--- src/rtl/core/ir_pulse_frame_matcher_top_assert.svh ---
// Assertion macros used by the frame matcher top module.
// Each macro expects a clock named clk and a reset named rst in the using scope.
`ifndef IR_PULSE_FRAME_MATCHER_TOP_ASSERT_SVH
`define IR_PULSE_FRAME_MATCHER_TOP_ASSERT_SVH

// The consequent must hold in the same cycle as the antecedent.
`define IFM_ASSERT_SAME(label, ante, cons, msg) \
  label: assert property (@(posedge clk) disable iff (rst) (ante) |-> (cons)) \
    else $error(msg);

// The consequent must hold in the cycle after the antecedent.
`define IFM_ASSERT_NEXT(label, ante, cons, msg) \
  label: assert property (@(posedge clk) disable iff (rst) (ante) |=> (cons)) \
    else $error(msg);

`endif

--- src/rtl/core/ifm_pkg.sv ---
// Package for the IR pulse frame matcher: widths, register indexes,
// reset values and the configuration struct. No dependencies.
package ifm_pkg;

  localparam int TICK_W      = 7;
  localparam int TICK_MAX    = 127;
  localparam int WANT_W      = TICK_W + 1;
  localparam int TOL_W       = 3;
  localparam int CODE_W      = 32;
  localparam int CODE_IDX_W  = $clog2(CODE_W);
  localparam int CFG_IDX_W   = 4;
  localparam int CFG_DATA_W  = 32;

  localparam int MAX_RUNS_DEF  = 128;
  localparam int CODE_BITS_DEF = 32;

  typedef enum logic [CFG_IDX_W-1:0] {
    REG_EXPECTED_CODE      = 4'd0,
    REG_MATCH_TOLERANCE    = 4'd1,
    REG_END_GAP_THRESHOLD  = 4'd2,
    REG_LEADER_MARK_TICKS  = 4'd3,
    REG_LEADER_SPACE_TICKS = 4'd4,
    REG_BIT_MARK_TICKS     = 4'd5,
    REG_ZERO_SPACE_TICKS   = 4'd6,
    REG_ONE_SPACE_TICKS    = 4'd7
  } ifm_reg_t;

  typedef struct packed {
    logic [CODE_W-1:0] expected_code;
    logic [TOL_W-1:0]  match_tolerance;
    logic [TICK_W-1:0] end_gap_threshold;
    logic [TICK_W-1:0] leader_mark_ticks;
    logic [TICK_W-1:0] leader_space_ticks;
    logic [TICK_W-1:0] bit_mark_ticks;
    logic [TICK_W-1:0] zero_space_ticks;
    logic [TICK_W-1:0] one_space_ticks;
  } ifm_cfg_t;

  localparam ifm_cfg_t CFG_RESET = '{
    expected_code:      32'hB946_FF00,
    match_tolerance:    3'd1,
    end_gap_threshold:  7'd32,
    leader_mark_ticks:  7'd32,
    leader_space_ticks: 7'd16,
    bit_mark_ticks:     7'd2,
    zero_space_ticks:   7'd2,
    one_space_ticks:    7'd6
  };

endpackage

--- src/rtl/core/ifm_run_check.sv ---
// Compares one closed run against the expected run for its position.
// Depends on ifm_pkg for widths and the configuration struct.
module ifm_run_check #(
  parameter int MAX_RUNS  = ifm_pkg::MAX_RUNS_DEF,
  parameter int CODE_BITS = ifm_pkg::CODE_BITS_DEF
) (
  input  logic [$clog2(MAX_RUNS)-1:0] run_number,
  input  logic [ifm_pkg::TICK_W-1:0]  run_ticks,
  input  ifm_pkg::ifm_cfg_t           cfg,
  output logic                        run_bad
);
  import ifm_pkg::*;

  localparam int RW           = $clog2(MAX_RUNS);
  localparam int LAST_BIT_RUN = 2 + 2 * CODE_BITS;
  localparam logic [RW-1:0] RUN_LEADER_MARK  = RW'(1);
  localparam logic [RW-1:0] RUN_LEADER_SPACE = RW'(2);
  localparam logic [RW-1:0] RUN_FIRST_MARK   = RW'(3);
  localparam logic [RW-1:0] RUN_FIRST_SPACE  = RW'(4);
  localparam logic [RW-1:0] RUN_LAST_SPACE   = RW'(LAST_BIT_RUN);
  localparam logic [RW-1:0] RUN_STOP_MARK    = RW'(LAST_BIT_RUN + 1);
  localparam logic [RW-1:0] RUN_END_GAP      = RW'(LAST_BIT_RUN + 2);

  logic [RW-1:0]         bit_pos;
  logic [CODE_IDX_W-1:0] bit_idx;
  logic                  known;
  logic [WANT_W-1:0]     want;
  logic [WANT_W-1:0]     ticks_ext;
  logic [WANT_W-1:0]     diff;

  assign bit_pos   = (run_number >> 1) - RW'(2);
  assign bit_idx   = bit_pos[CODE_IDX_W-1:0];
  assign ticks_ext = {1'b0, run_ticks};

  always_comb begin
    known = 1'b1;
    want  = '0;
    if (run_number == RUN_LEADER_MARK) begin
      want = {1'b0, cfg.leader_mark_ticks};
    end else if (run_number == RUN_LEADER_SPACE) begin
      want = {1'b0, cfg.leader_space_ticks};
    end else if (run_number >= RUN_FIRST_MARK && run_number <= RUN_STOP_MARK &&
                 run_number[0]) begin
      want = {1'b0, cfg.bit_mark_ticks};
    end else if (run_number >= RUN_FIRST_SPACE && run_number <= RUN_LAST_SPACE &&
                 !run_number[0]) begin
      want = cfg.expected_code[bit_idx] ? {1'b0, cfg.one_space_ticks}
                                        : {1'b0, cfg.zero_space_ticks};
    end else if (run_number == RUN_END_GAP) begin
      want = {1'b0, cfg.end_gap_threshold} + WANT_W'(1);
    end else begin
      known = 1'b0;
    end
  end

  assign diff    = (ticks_ext > want) ? (ticks_ext - want) : (want - ticks_ext);
  assign run_bad = !known || (diff > {{(WANT_W-TOL_W){1'b0}}, cfg.match_tolerance});

endmodule

--- src/rtl/core/ir_pulse_frame_matcher_top.sv ---
// IR pulse frame matcher: takes one receiver pin sample per transfer and
// reports one result per finished frame. Depends on ifm_pkg, ifm_run_check and ir_pulse_frame_matcher_top_assert.svh.
//
// The block takes one pin sample in every clock cycle unless the input is stalled.
// Each sample updates the run state in the same cycle, and the result of a frame
// that ends on that sample is registered into the output register, or into the
// second result register while the output side stalls; that register lets samples
// keep flowing, and only when both result registers are full is the input stalled.
// Configuration writes are always taken.
module ir_pulse_frame_matcher_top #(
  parameter int MAX_RUNS  = ifm_pkg::MAX_RUNS_DEF,
  parameter int CODE_BITS = ifm_pkg::CODE_BITS_DEF
) (
  input  logic                             clk,
  input  logic                             rst,
  input  logic                             in_valid,
  output logic                             in_stall,
  input  logic                             pin_level,
  output logic                             out_valid,
  input  logic                             out_stall,
  output logic                             frame_matched,
  output logic                             led_level,
  output logic [ifm_pkg::TICK_W-1:0]       runs_seen,
  input  logic                             cfg_valid,
  output logic                             cfg_ready,
  input  logic [ifm_pkg::CFG_IDX_W-1:0]    cfg_index,
  input  logic [ifm_pkg::CFG_DATA_W-1:0]   cfg_data
);
  import ifm_pkg::*;

  `include "ir_pulse_frame_matcher_top_assert.svh"

  localparam int RW = $clog2(MAX_RUNS);
  localparam logic [RW-1:0] RUN_MAX    = RW'(MAX_RUNS - 1);
  localparam logic [RW-1:0] RUN_FRAME  = RW'(4 + 2 * CODE_BITS);
  localparam logic [RW-1:0] RUN_REPORT = RW'(TICK_MAX);
  localparam logic [TICK_W-1:0] TICKS_FULL = TICK_W'(TICK_MAX);

  ifm_cfg_t cfg;

  logic              in_frame, in_frame_next;
  logic              run_level, run_level_next;
  logic [TICK_W-1:0] run_ticks, run_ticks_next;
  logic [RW-1:0]     run_number, run_number_next;
  logic              mismatch_seen, mismatch_seen_next;
  logic              led_out, led_out_next;

  logic              in_take;
  logic              closed_bad;
  logic              gap_bad;
  logic              lvl1;
  logic [TICK_W-1:0] ticks1;
  logic [RW-1:0]     num1;
  logic              mm1;
  logic              mm2;
  logic              frame_end;
  logic              res_valid;
  logic              res_matched;
  logic [TICK_W-1:0] res_runs;

  logic              skid_valid;
  logic              skid_matched;
  logic              skid_led;
  logic [TICK_W-1:0] skid_runs;
  logic              out_take;

  assign cfg_ready = 1'b1;
  assign in_stall  = skid_valid;
  assign in_take   = in_valid && !in_stall;
  assign out_take  = out_valid && !out_stall;

  always_ff @(posedge clk) begin
    if (rst) begin
      cfg <= CFG_RESET;
    end else if (cfg_valid && cfg_ready) begin
      case (cfg_index)
        REG_EXPECTED_CODE:      cfg.expected_code      <= cfg_data[CODE_W-1:0];
        REG_MATCH_TOLERANCE:    cfg.match_tolerance    <= cfg_data[TOL_W-1:0];
        REG_END_GAP_THRESHOLD:  cfg.end_gap_threshold  <= cfg_data[TICK_W-1:0];
        REG_LEADER_MARK_TICKS:  cfg.leader_mark_ticks  <= cfg_data[TICK_W-1:0];
        REG_LEADER_SPACE_TICKS: cfg.leader_space_ticks <= cfg_data[TICK_W-1:0];
        REG_BIT_MARK_TICKS:     cfg.bit_mark_ticks     <= cfg_data[TICK_W-1:0];
        REG_ZERO_SPACE_TICKS:   cfg.zero_space_ticks   <= cfg_data[TICK_W-1:0];
        REG_ONE_SPACE_TICKS:    cfg.one_space_ticks    <= cfg_data[TICK_W-1:0];
        default: begin
        end
      endcase
    end
  end

  ifm_run_check #(.MAX_RUNS(MAX_RUNS), .CODE_BITS(CODE_BITS)) u_check_closed (
    .run_number (run_number),
    .run_ticks  (run_ticks),
    .cfg        (cfg),
    .run_bad    (closed_bad)
  );

  ifm_run_check #(.MAX_RUNS(MAX_RUNS), .CODE_BITS(CODE_BITS)) u_check_gap (
    .run_number (num1),
    .run_ticks  (ticks1),
    .cfg        (cfg),
    .run_bad    (gap_bad)
  );

  always_comb begin
    lvl1   = run_level;
    ticks1 = run_ticks;
    num1   = run_number;
    mm1    = mismatch_seen;
    if (!in_frame) begin
      if (!pin_level) begin
        lvl1   = 1'b0;
        ticks1 = TICK_W'(1);
        num1   = RW'(1);
        mm1    = 1'b0;
      end
    end else if (pin_level == run_level) begin
      if (run_ticks < TICKS_FULL) begin
        ticks1 = run_ticks + TICK_W'(1);
      end
    end else begin
      lvl1   = pin_level;
      ticks1 = TICK_W'(1);
      mm1    = mismatch_seen || closed_bad;
      if (run_number >= RUN_MAX - RW'(1)) begin
        num1 = RUN_MAX;
        mm1  = 1'b1;
      end else begin
        num1 = run_number + RW'(1);
      end
    end
  end

  assign frame_end   = in_frame && pin_level &&
                       (ticks1 > cfg.end_gap_threshold || ticks1 == TICKS_FULL);
  assign mm2         = mm1 || gap_bad;
  assign res_matched = !mm2 && (num1 == RUN_FRAME);
  assign res_runs    = (num1 > RUN_REPORT) ? TICKS_FULL : num1[TICK_W-1:0];
  assign res_valid   = in_take && frame_end;

  always_comb begin
    in_frame_next      = in_frame;
    run_level_next     = run_level;
    run_ticks_next     = run_ticks;
    run_number_next    = run_number;
    mismatch_seen_next = mismatch_seen;
    led_out_next       = led_out;
    if (in_take) begin
      if (frame_end) begin
        in_frame_next      = 1'b0;
        run_level_next     = 1'b1;
        run_ticks_next     = '0;
        run_number_next    = '0;
        mismatch_seen_next = 1'b0;
        led_out_next       = led_out ^ res_matched;
      end else begin
        in_frame_next      = in_frame || !pin_level;
        run_level_next     = lvl1;
        run_ticks_next     = ticks1;
        run_number_next    = num1;
        mismatch_seen_next = mm1;
      end
    end
  end

  always_ff @(posedge clk) begin
    if (rst) begin
      in_frame      <= 1'b0;
      run_level     <= 1'b1;
      run_ticks     <= '0;
      run_number    <= '0;
      mismatch_seen <= 1'b0;
      led_out       <= 1'b0;
    end else begin
      in_frame      <= in_frame_next;
      run_level     <= run_level_next;
      run_ticks     <= run_ticks_next;
      run_number    <= run_number_next;
      mismatch_seen <= mismatch_seen_next;
      led_out       <= led_out_next;
    end
  end

  always_ff @(posedge clk) begin
    if (rst) begin
      out_valid  <= 1'b0;
      skid_valid <= 1'b0;
    end else if (skid_valid) begin
      if (out_take) begin
        out_valid  <= 1'b1;
        skid_valid <= 1'b0;
      end
    end else if (res_valid) begin
      if (!out_valid || out_take) begin
        out_valid <= 1'b1;
      end else begin
        skid_valid <= 1'b1;
      end
    end else if (out_take) begin
      out_valid <= 1'b0;
    end
  end

  always_ff @(posedge clk) begin
    if (skid_valid) begin
      if (out_take) begin
        frame_matched <= skid_matched;
        led_level     <= skid_led;
        runs_seen     <= skid_runs;
      end
    end else if (res_valid) begin
      if (!out_valid || out_take) begin
        frame_matched <= res_matched;
        led_level     <= led_out_next;
        runs_seen     <= res_runs;
      end else begin
        skid_matched <= res_matched;
        skid_led     <= led_out_next;
        skid_runs    <= res_runs;
      end
    end
  end

  `IFM_ASSERT_SAME(a_skid_behind_out, skid_valid, out_valid, "second result held without output")
  `IFM_ASSERT_SAME(a_idle_cleared, !in_frame, run_number == '0 && run_ticks == '0, "idle state not cleared")
  `IFM_ASSERT_SAME(a_run_open, in_frame, run_ticks != '0 && run_number != '0, "open frame with empty run")
  `IFM_ASSERT_SAME(a_run_cap, in_frame && run_number == RUN_MAX, mismatch_seen, "run cap without mismatch")
  `IFM_ASSERT_SAME(a_match_count, out_valid && frame_matched, runs_seen == RUN_FRAME[TICK_W-1:0], "match with wrong run count")
  `IFM_ASSERT_NEXT(a_led_toggle, res_valid && res_matched, led_out != $past(led_out), "matched frame did not toggle LED")

endmodule
--- config.mk ---
export PLATFORM = sky130hd
export DESIGN_NAME = ir_pulse_frame_matcher_top
export DESIGN_NICKNAME = d
export VERILOG_FILES = /design/src/rtl/core/ifm_pkg.sv /design/src/rtl/core/ifm_run_check.sv /design/src/rtl/core/ir_pulse_frame_matcher_top.sv
export VERILOG_INCLUDE_DIRS = /design/src /design/src/rtl/core
export SDC_FILE = /design/constraint.sdc
export NUM_CORES = 1
export LEC_CHECK = 0
export BUFFER_PORTS_ARGS = -buffer_cell sky130_fd_sc_hd__buf_2
export CAP_MARGIN = 20
export CORE_UTILIZATION = 50
export CTS_CLUSTER_DIAMETER = 120
export CTS_CLUSTER_SIZE = 30
export DETAILED_ROUTE_END_ITERATION = 8
export PLACE_DENSITY = 0.74
export SYNTH_ARGS = -nofsm -noshare
export SYNTH_HDL_FRONTEND = slang
export SYNTH_SLANG_ARGS = --single-unit
export TNS_END_PERCENT = 1
--- constraint.sdc ---
create_clock -name clk -period 9.4 [get_ports clk]
set_clock_uncertainty 0.05 [all_clocks]
set_input_delay 1.88 -clock clk [delete_from_list [all_inputs] [get_ports clk]]
set_output_delay 1.88 -clock clk [all_outputs]
set_load 0.05 [all_outputs]
==> impl_metrics.toml, run 1 <==
[run_status]
status = "finished with violations"
violations = "design-rule violations"

[synth]
syn_nets = 1111
yosysWarnings = 0
synth_cells = 1011
async_flop_share_pct = 0
ys_seq_elements = 115
synth_edf_count = 18
synth_top_area_share_pct = 23.12
ys_types = 73
synthTopCellsByArea = "dfxtp_1 23%, mux2i_1 11%, ha_1 8.0%"
synthFlopType = "dfxtp_1"
synth_area_um2 = 8401
synth-seq-area-share_pct = 29.55
syn-mean-instance-area_um2 = 8.309
synth_top_area_cell = "dfxtp_1"

[cts]
clk_latency_ps = 420
cts_buffers = 17
hold_buffers = 0
htree_num_levels = 4
cts_sinks = 115
cts.clk_slew.worst_paths_ps = 60
clockBufferDepth = 2
cts_tree = "yes"
cts_root_buffer = "clkbuf_16"

[route]
vias = 7617
dr.pass1.iters = 7
ant_nets = 0
route.detailed.drc = 2
wire_per_inst_um = 18.03
wirelength_um = 22930
drt_iter0_markers = 803
viasPerCell = 5.988

[critical_path]
cpPeakStageDelay_ps = 560
cp_slowest_cell = "nor4bb_1"
startpoint_type = "primary input"
cp-end-kind = "flop"
worstPathArrival_ps = 9010
required_ps = 9620
worstPathMaxFanout = 24
worstSetupPathType = "primary input to flop"

[cells_and_area]
final_area_um2 = 9470
fin_util_pct = 57.52
regArea_um2 = 2482
nFillCells = 1499
nets = 1139
n_antenna_cell = 0
area_growth_pct = 12.73
drive_gt1_share_pct = 13.40
multi_input_area_um2 = 5473

[timing]
max-slew-margin-rel_pct = 30.09
worst_pin_slew_ps = 1046
hold_viol = 0
grt_setup_unrepaired = "no"
fin_crit_ps = 8793
setup_viol = 0
tns_ps = 0
timing.final.crit_share_pct = 93.55
clock.fmax_ghz = 0.1137
slew_viol_final = 0
post-route-worst-setup-slack_ps = 606.5

[global_routing]
grt_overflow = 0
antenna_found_initial = 1
grt_max_degree = 73
grt_pass1_wl_um = 36530
grt_pass1_vias = 7105
grtUsageTotal_pct = 26.64

[pwr]
p_int_mw = 1.115
p_comb_share_pct = 27.4
p_seq_share_pct = 31.9
powerDensity_nw_per_um2 = 171.7
ir_drop_mv = 0.1274
clkPwrFrac_pct = 40.7
leakage_nw = 3.967
p_sw_mw = 0.5113
switching_share_pct = 31.45

[floorplan]
fp.dieW_um = 131.6
die_area_um2 = 17320
rows = 47
core_area_um2 = 16470
die_y_um = 131.6
ios = 54
start_util_pct = 51.02

[placement]
gp_congestion = 0.9507
preCtsSetupSlack_ps = 50.73
dpl-instance-area_um2 = 8806
portBuffers = 52
dp_hpwl_um = 16980

[min_path]
hold_path.class = "flop to flop"

[run]
maxCapViolations = 0
[cells by family after synthesis]
logic type                 Yosys count  synth area share, %
adders and majority gates           58                8.996
AOI/OAI and AO/OA                  222                17.46
other                                1              0.04464
buffers and inverters              118                5.526
xor gates and xnor gates            16                1.668
DFF                                115                29.55
and+or+nand+nor                    367                21.18
muxes                              114                15.58
[critical path: cells and delay by family]
kind	cells	cell delay, ps
AOI/OAI and AO/OA	11	1920
muxes	4	1230
xor gates and xnor gates	2	420
adders and majority gates	4	1130
buffers and inverters	5	760
and+or+nand+nor	6	1660
[cells in the final DEF (no fill, tap or decap), types with 19 or more instances in the layout]
cell | Yosys | final
mux2i_1 | 94 | 94
nand3_1 | 37 | 37
buf_2 | 2 | 52
nor2_1 | 89 | 89
inv_1 | 53 | 53
a21oi_1 | 48 | 48
ha_1 | 54 | 54
buf_4 | 1 | 19
nand2_1 | 124 | 124
o21ai_0 | 49 | 49
dfxtp_1 | 97 | 97
[state kept, by name, indices dropped and copies added (netlist names), 7 cells and up]
signal and cells:
run_ticks 7, run_number 7, cfg 77, runs_seen 7
skid_runs 7
[per-stage QoR]
step | hold WS (ps) | total power, mW | cells
floorplan | 395.5 | 0.8616 | 1011
global placement | 412.0 | 0.9565 | 1237
detailed placement | 419.0 | 0.9642 | 1237
CTS | 425.4 | 1.623 | 1269
global route | 446.4 | 1.698 | 1272
finish | 423.6 | 1.626 | 1272
[routing by layer]
layer	up-vias	global-route usage, %	wire length [µm]
li1	3706	-	-
met1	3585	35.86	10630
met2	260	41.06	10300
met3	64	5.324	1213
met4	2	12.02	775
met5	-	0	13
[final timing paths]
| kind | depth (start not counted) | endpoint | from | slack, ps |
|---|---|---|---|---|
| max | 32 | led_level$_DFFE_PP_ | pin_level | 610 |
| min | 2 | cfg[49]$_SDFFE_PP0P_ | cfg[49]$_SDFFE_PP0P_ | 420 |
| max reg2reg | 26 | led_level$_DFFE_PP_ | run_number[1]$_SDFFE_PP0P_ | 1050 |
| min reg2reg | 2 | cfg[49]$_SDFFE_PP0P_ | cfg[49]$_SDFFE_PP0P_ | 420 |
[power by group through the flow]
| stage | combinational, mW | sequential [mW] | clock (mW) |
|---|---|---|---|
| 3_3_place_gp | 0.429 | 0.528 | 0 |
| 4_1_cts | 0.438 | 0.518 | 0.668 |
| 6_report | 0.446 | 0.518 | 0.662 |
| 5_1_grt | 0.492 | 0.519 | 0.687 |
| 3_5_place_dp | 0.436 | 0.528 | 0 |
| 2_1_floorplan | 0.340 | 0.521 | 0 |
[repair_timing]
action                                  in CTS  in global routing
setup buffers                                0                  2
endpoints found under the setup margin       0                  4
resized for setup                            0                  4
[synthesized netlist by cell type, types with 12 or more instances]
cell / n
nand3_1: 37
a22oi_1: 18
inv_1: 53
o21ai_0: 49
a21oi_1: 48
dfxtp_1: 97
nor2b_1: 16
ha_1: 54
mux2i_1: 94
nand4_1: 12
edfxtp_1: 18
nor3_1: 14
mux4_2: 12
nand2_1: 124
nor2_1: 89
clkbuf_1: 54
[area by class of cell]
| cell class | count | share of cell area (%) |
|---|---|---|
| clock buffers | 17 | 4.492 |
| repair buffers | 72 | 4.518 |
| clock inverters | 15 | 1.902 |
| flip-flops and latches | 115 | 26.21 |
| inverters | 55 | 2.180 |
| well taps | 220 | 2.907 |
| multi-input cells | 778 | 57.79 |
Note: power is estimated with default switching activity, not from simulation.
==> run 2: changes to the inputs <==
--- a/config.mk
+++ b/config.mk
@@ -6,6 +6,7 @@
 export SDC_FILE = /design/constraint.sdc
 export NUM_CORES = 1
 export LEC_CHECK = 0
+export ABC_AREA = 1
 export BUFFER_PORTS_ARGS = -buffer_cell sky130_fd_sc_hd__buf_2
 export CAP_MARGIN = 20
 export CORE_UTILIZATION = 50
==> impl_metrics.toml, run 2 <==
[cts]
htree_num_levels = 4
cts_buffers = 17
cts_root_buffer = "clkbuf_16"
hold_buffers = 0
clockBufferDepth = 2
cts_sinks = 115
cts_tree = "yes"
cts_setup_buffers = 0
ctsResizeCount = 0
clk_latency_ps = 420
cts.clk_slew.worst_paths_ps = 60

[cells_and_area]
largest_register = "cfg"
drive_gt1_share_pct = 11.91
largest_register_ffs = 77
fin_util_pct = 57.01
nets = 1372
final_area_um2 = 9420
area_growth_pct = 11.89
final_cell_mix = "240 x nand2_1, 153 x inv_1, 125 x o21ai_0"
n_antenna_cell = 0
final_cells = 1505
layout_commonest_cell = "nand2_1"

[route]
dr.pass1.iters = 6
route.detailed.drc = 0
drt_iter0_markers = 840
wire_per_inst_um = 15.99
ant_nets = 0
wirelength_um = 24070
vias = 8460
viasPerCell = 5.621

[timing]
timing.final.crit_share_pct = 88.09
grt_setup_unrepaired = "no"
post-route-worst-setup-slack_ps = 1120
slew_viol_final = 0
max-slew-margin-rel_pct = 35.50
holdWs_ps = 426.2
worst_pin_slew_ps = 966.5
clock.fmax_ghz = 0.1208
fin_crit_ps = 8280
hold_viol = 0
tns_ps = 0
setup_viol = 0

[floorplan]
fp.dieW_um = 131.8
start_util_pct = 50.95
rows = 47
core_area_um2 = 16520
die_area_um2 = 17360
die_y_um = 131.8
ios = 54

[synth]
synth_compound_area_share_pct = 20.78
synth-xor-area-share_pct = 2.081
synth_edf_count = 18
syn-mean-instance-area_um2 = 6.806
synthFlopType = "dfxtp_1"
yosysWarnings = 0
ys_seq_elements = 115
yosys.area_share.simple_pct = 28.56
ys_top_cells_by_count = "240 x nand2_1, 153 x inv_1, 125 x o21ai_0, 118 x nor2_1, 115 x a21oi_1"
synth_top_family_by_area = "simple AND/OR/NAND/NOR gates"
synth_cells = 1237
synth.most_common_cell = "nand2_1"
syn_nets = 1337
synth-seq-area-share_pct = 29.48
muxShareOfSynthArea_pct = 0.3567
async_flop_share_pct = 0
synthTopCellsByArea = "dfxtp_1 23%, nand2_1 11%, ha_1 8.0%"
ys_types = 56
synth_top_area_share_pct = 23.06
synth-adder-area-share_pct = 8.976
synth_top_area_cell = "dfxtp_1"
synth_area_um2 = 8419

[min_path]
min_from = "cfg[70]$_SDFFE_PP0P_"
hold_path.class = "flop to flop"

[global_routing]
grt_pass1_vias = 7569
grt_overflow = 0
antenna_found_initial = 0
grt_max_degree = 72
grt_pass1_wl_um = 39070
grtUsageTotal_pct = 28.25

[critical_path]
startpoint = "pin_level"
worst-path-buf-inv = 4
startpoint_type = "primary input"
worstPathArrival_ps = 8400
rr_startpoint = "run_number[1]$_SDFFE_PP0P_"
cpPeakStageDelay_ps = 510
cp_slowest_cell = "a41oi_1"
critPathMostFrequentCell = "nand2_1"
worstSetupPathType = "primary input to flop"
required_ps = 9520
path_delay_family = "simple AND/OR/NAND/NOR gates"
worstPathMaxFanout = 11
cp-end-kind = "flop"

[placement]
portBuffers = 52
dpl-instance-area_um2 = 8791
preCtsSetupSlack_ps = 829.2
gp_congestion = 0.9677
dp.cells = 1473
dp_hpwl_um = 18070

[run]
maxCapViolations = 0

[pwr]
leakage_nw = 4.228
powerDensity_nw_per_um2 = 161.5
power.total_mw = 1.521
ir_drop_mv = 0.1312

[run_status]
status = "completed"
-- run 2: cell types whose count changed after synthesis, sizes merged, moves of 28 or more --
cell	before	now
nor2	89	132
o21ai	51	127
clkbuf	54	26
nand3	37	85
nand2	124	264
inv	54	165
mux2i	94	3
a21oi	48	118
-- run 2: final cells by class --
type	instances	area (µm²)
clock buffers	20	489.2
clock inverters	12	140.1
fillers	1610	7104
inverters	170	639.4
multi-input cells	914	5119
flip-flops and latches	115	2482
well taps	220	275.3
repair buffers	54	275.3
-- run 2: path summary, 6_finish.rpt --
path | to | slack [ps] | cells past startpoint
max | led_level$_DFFE_PP_ | 1120 | 45
min | cfg[70]$_SDFFE_PP0P_ | 430 | 2
max reg2reg | led_level$_DFFE_PP_ | 1700 | 41
min reg2reg | cfg[70]$_SDFFE_PP0P_ | 430 | 2
-- run 2: cells by family after synthesis --
| logic type | count (synthesis) |
|---|---|
| fa+ha+maj | 58 |
| buf+inv | 208 |
| simple gates | 519 |
| mux | 3 |
| other cells | 1 |
| compound gates | 313 |
| flops | 115 |
| xor+xnor | 20 |
-- run 2: layer usage --
metal,share of wire [%],GRT usage (%)
met4,2.8,11.05
met1,47,39.98
met3,6.9,4.344
met5,0,0
met2,44,43.12
-- run 2: worst reg2reg max path: cells and delay by family (launching register included) --
family | cells | cell delay (ps)
and+or+nand+nor | 22 | 2480
AOI/OAI and AO/OA | 10 | 1730
adders and majority gates | 4 | 1360
DFF | 1 | 770
buffers and inverters | 3 | 660
muxes | 1 | 220
xor gates and xnor gates | 1 | 140
-- run 2: where the power goes --
group | internal [mW] | switching, mW | total, mW
Combinational | 0.113 | 0.211 | 0.324
Clock | 0.432 | 0.246 | 0.678
Sequential | 0.508 | 0.0106 | 0.519
==> run 3: changes to the inputs <==
--- a/config.mk
+++ b/config.mk
@@ -13,7 +13,7 @@
 export CTS_CLUSTER_DIAMETER = 120
 export CTS_CLUSTER_SIZE = 30
 export DETAILED_ROUTE_END_ITERATION = 8
-export PLACE_DENSITY = 0.74
+export PLACE_DENSITY_LB_ADDON = 0.15
 export SYNTH_ARGS = -nofsm -noshare
 export SYNTH_HDL_FRONTEND = slang
 export SYNTH_SLANG_ARGS = --single-unit
==> constraint.sdc (replaced) <==
create_clock -name clk -period 9.9 [get_ports clk]
set_clock_uncertainty 0.05 [all_clocks]
set_input_delay 1.98 -clock clk [delete_from_list [all_inputs] [get_ports clk]]
set_output_delay 1.98 -clock clk [all_outputs]
set_load 0.05 [all_outputs]
==> impl_metrics.toml, run 3 (synthesis results as in run 2) <==
[route]
viasPerCell = 5.583
wire_per_inst_um = 16.06
vias = 8402
route.detailed.drc = 0
ant_nets = 0
dr.pass1.iters = 6
drt_iter0_markers = 675
wirelength_um = 24180

[placement]
gp_congestion = 0.9268
dp_hpwl_um = 18390
dpl-instance-area_um2 = 8791
preCtsSetupSlack_ps = 1214
portBuffers = 52
dp.cells = 1473

[pwr]
powerDensity_nw_per_um2 = 149.7
ir_drop_mv = 0.1316
leakage_nw = 4.192
power.total_mw = 1.401

[cts]
cts_setup_buffers = 0
cts.clk_slew.worst_paths_ps = 50
cts_root_buffer = "clkbuf_16"
clk_latency_ps = 430
htree_num_levels = 4
cts_buffers = 17
hold_buffers = 0
clockBufferDepth = 2
cts_sinks = 115
cts_tree = "yes"
ctsResizeCount = 0

[critical_path]
critPathMostFrequentCell = "nand2_1"
cp_slowest_cell = "a41oi_1"
cp-end-kind = "flop"
required_ps = 10030
rr_startpoint = "run_number[1]$_SDFFE_PP0P_"
startpoint = "pin_level"
worstSetupPathType = "primary input to flop"
worstPathArrival_ps = 8400
cpPeakStageDelay_ps = 510
worstPathMaxFanout = 11
startpoint_type = "primary input"

[cells_and_area]
nets = 1372
largest_register = "cfg"
final_area_um2 = 9358
final_cell_mix = "240 x nand2_1, 153 x inv_1, 125 x o21ai_0"
drive_gt1_share_pct = 11.67
fin_util_pct = 56.63
layout_commonest_cell = "nand2_1"
final_cells = 1505
area_growth_pct = 11.15
largest_register_ffs = 77
n_antenna_cell = 0

[run]
maxCapViolations = 0

[global_routing]
grt_pass1_vias = 7540
grtUsageTotal_pct = 28.65
grt_pass1_wl_um = 39370
grt_overflow = 0
antenna_found_initial = 0
grt_max_degree = 74

[timing]
max-slew-margin-rel_pct = 34.19
slew_viol_final = 0
clock.fmax_ghz = 0.1210
grt_setup_unrepaired = "no"
worst_pin_slew_ps = 987.2
post-route-worst-setup-slack_ps = 1638
holdWs_ps = 420.6
tns_ps = 0
timing.final.crit_share_pct = 83.45
fin_crit_ps = 8262
setup_viol = 0
hold_viol = 0

[min_path]
hold_path.class = "flop to flop"
min_from = "cfg[70]$_SDFFE_PP0P_"

[floorplan]
core_area_um2 = 16520
rows = 47
die_y_um = 131.8
die_area_um2 = 17360
start_util_pct = 50.95
ios = 54
fp.dieW_um = 131.8

[run_status]
status = "completed"
## run 3: per-layer routing
metal,GRT usage (%),vias up,wire (µm)
met3,4.268,52,1602
met5,0,-,0
met4,11.05,0,681
met2,44.36,342,10540
met1,40.13,3796,11350
li1,-,4212,-
## run 3: worst paths after layout
check	end	slack, ps	cells after the start
hold / removal	cfg[70]$_SDFFE_PP0P_	420	2
hold reg to reg	cfg[70]$_SDFFE_PP0P_	420	2
setup / recovery	led_level$_DFFE_PP_	1640	45
setup reg to reg	led_level$_DFFE_PP_	2340	42
## run 3: worst max-delay path: cells and delay by family
kind	cells	cell delay [ps]
buffers and inverters	4	460
XOR/XNOR	1	140
AND/OR/NAND/NOR	23	2380
AO/OA/AOI/OAI	12	1880
multiplexers	1	220
adder cells (fa/ha/maj)	4	1340
## run 3: where the power goes
| group | total [mW] | internal [mW] | switching (mW) | leakage [nW] |
|---|---|---|---|---|
| Sequential | 0.492 | 0.482 | 0.00981 | 0.955 |
| Clock | 0.601 | 0.368 | 0.233 | 0.275 |
| Combinational | 0.308 | 0.108 | 0.200 | 2.96 |
## run 3: layout make-up
type | instances | area (µm²)
inverters | 170 | 639.4
repair buffers | 54 | 275.3
fillers | 1636 | 7167
multi-input cells | 914 | 5119
flip-flops and latches | 115 | 2482
clock buffers | 18 | 429.2
well taps | 220 | 275.3
clock inverters | 14 | 137.6
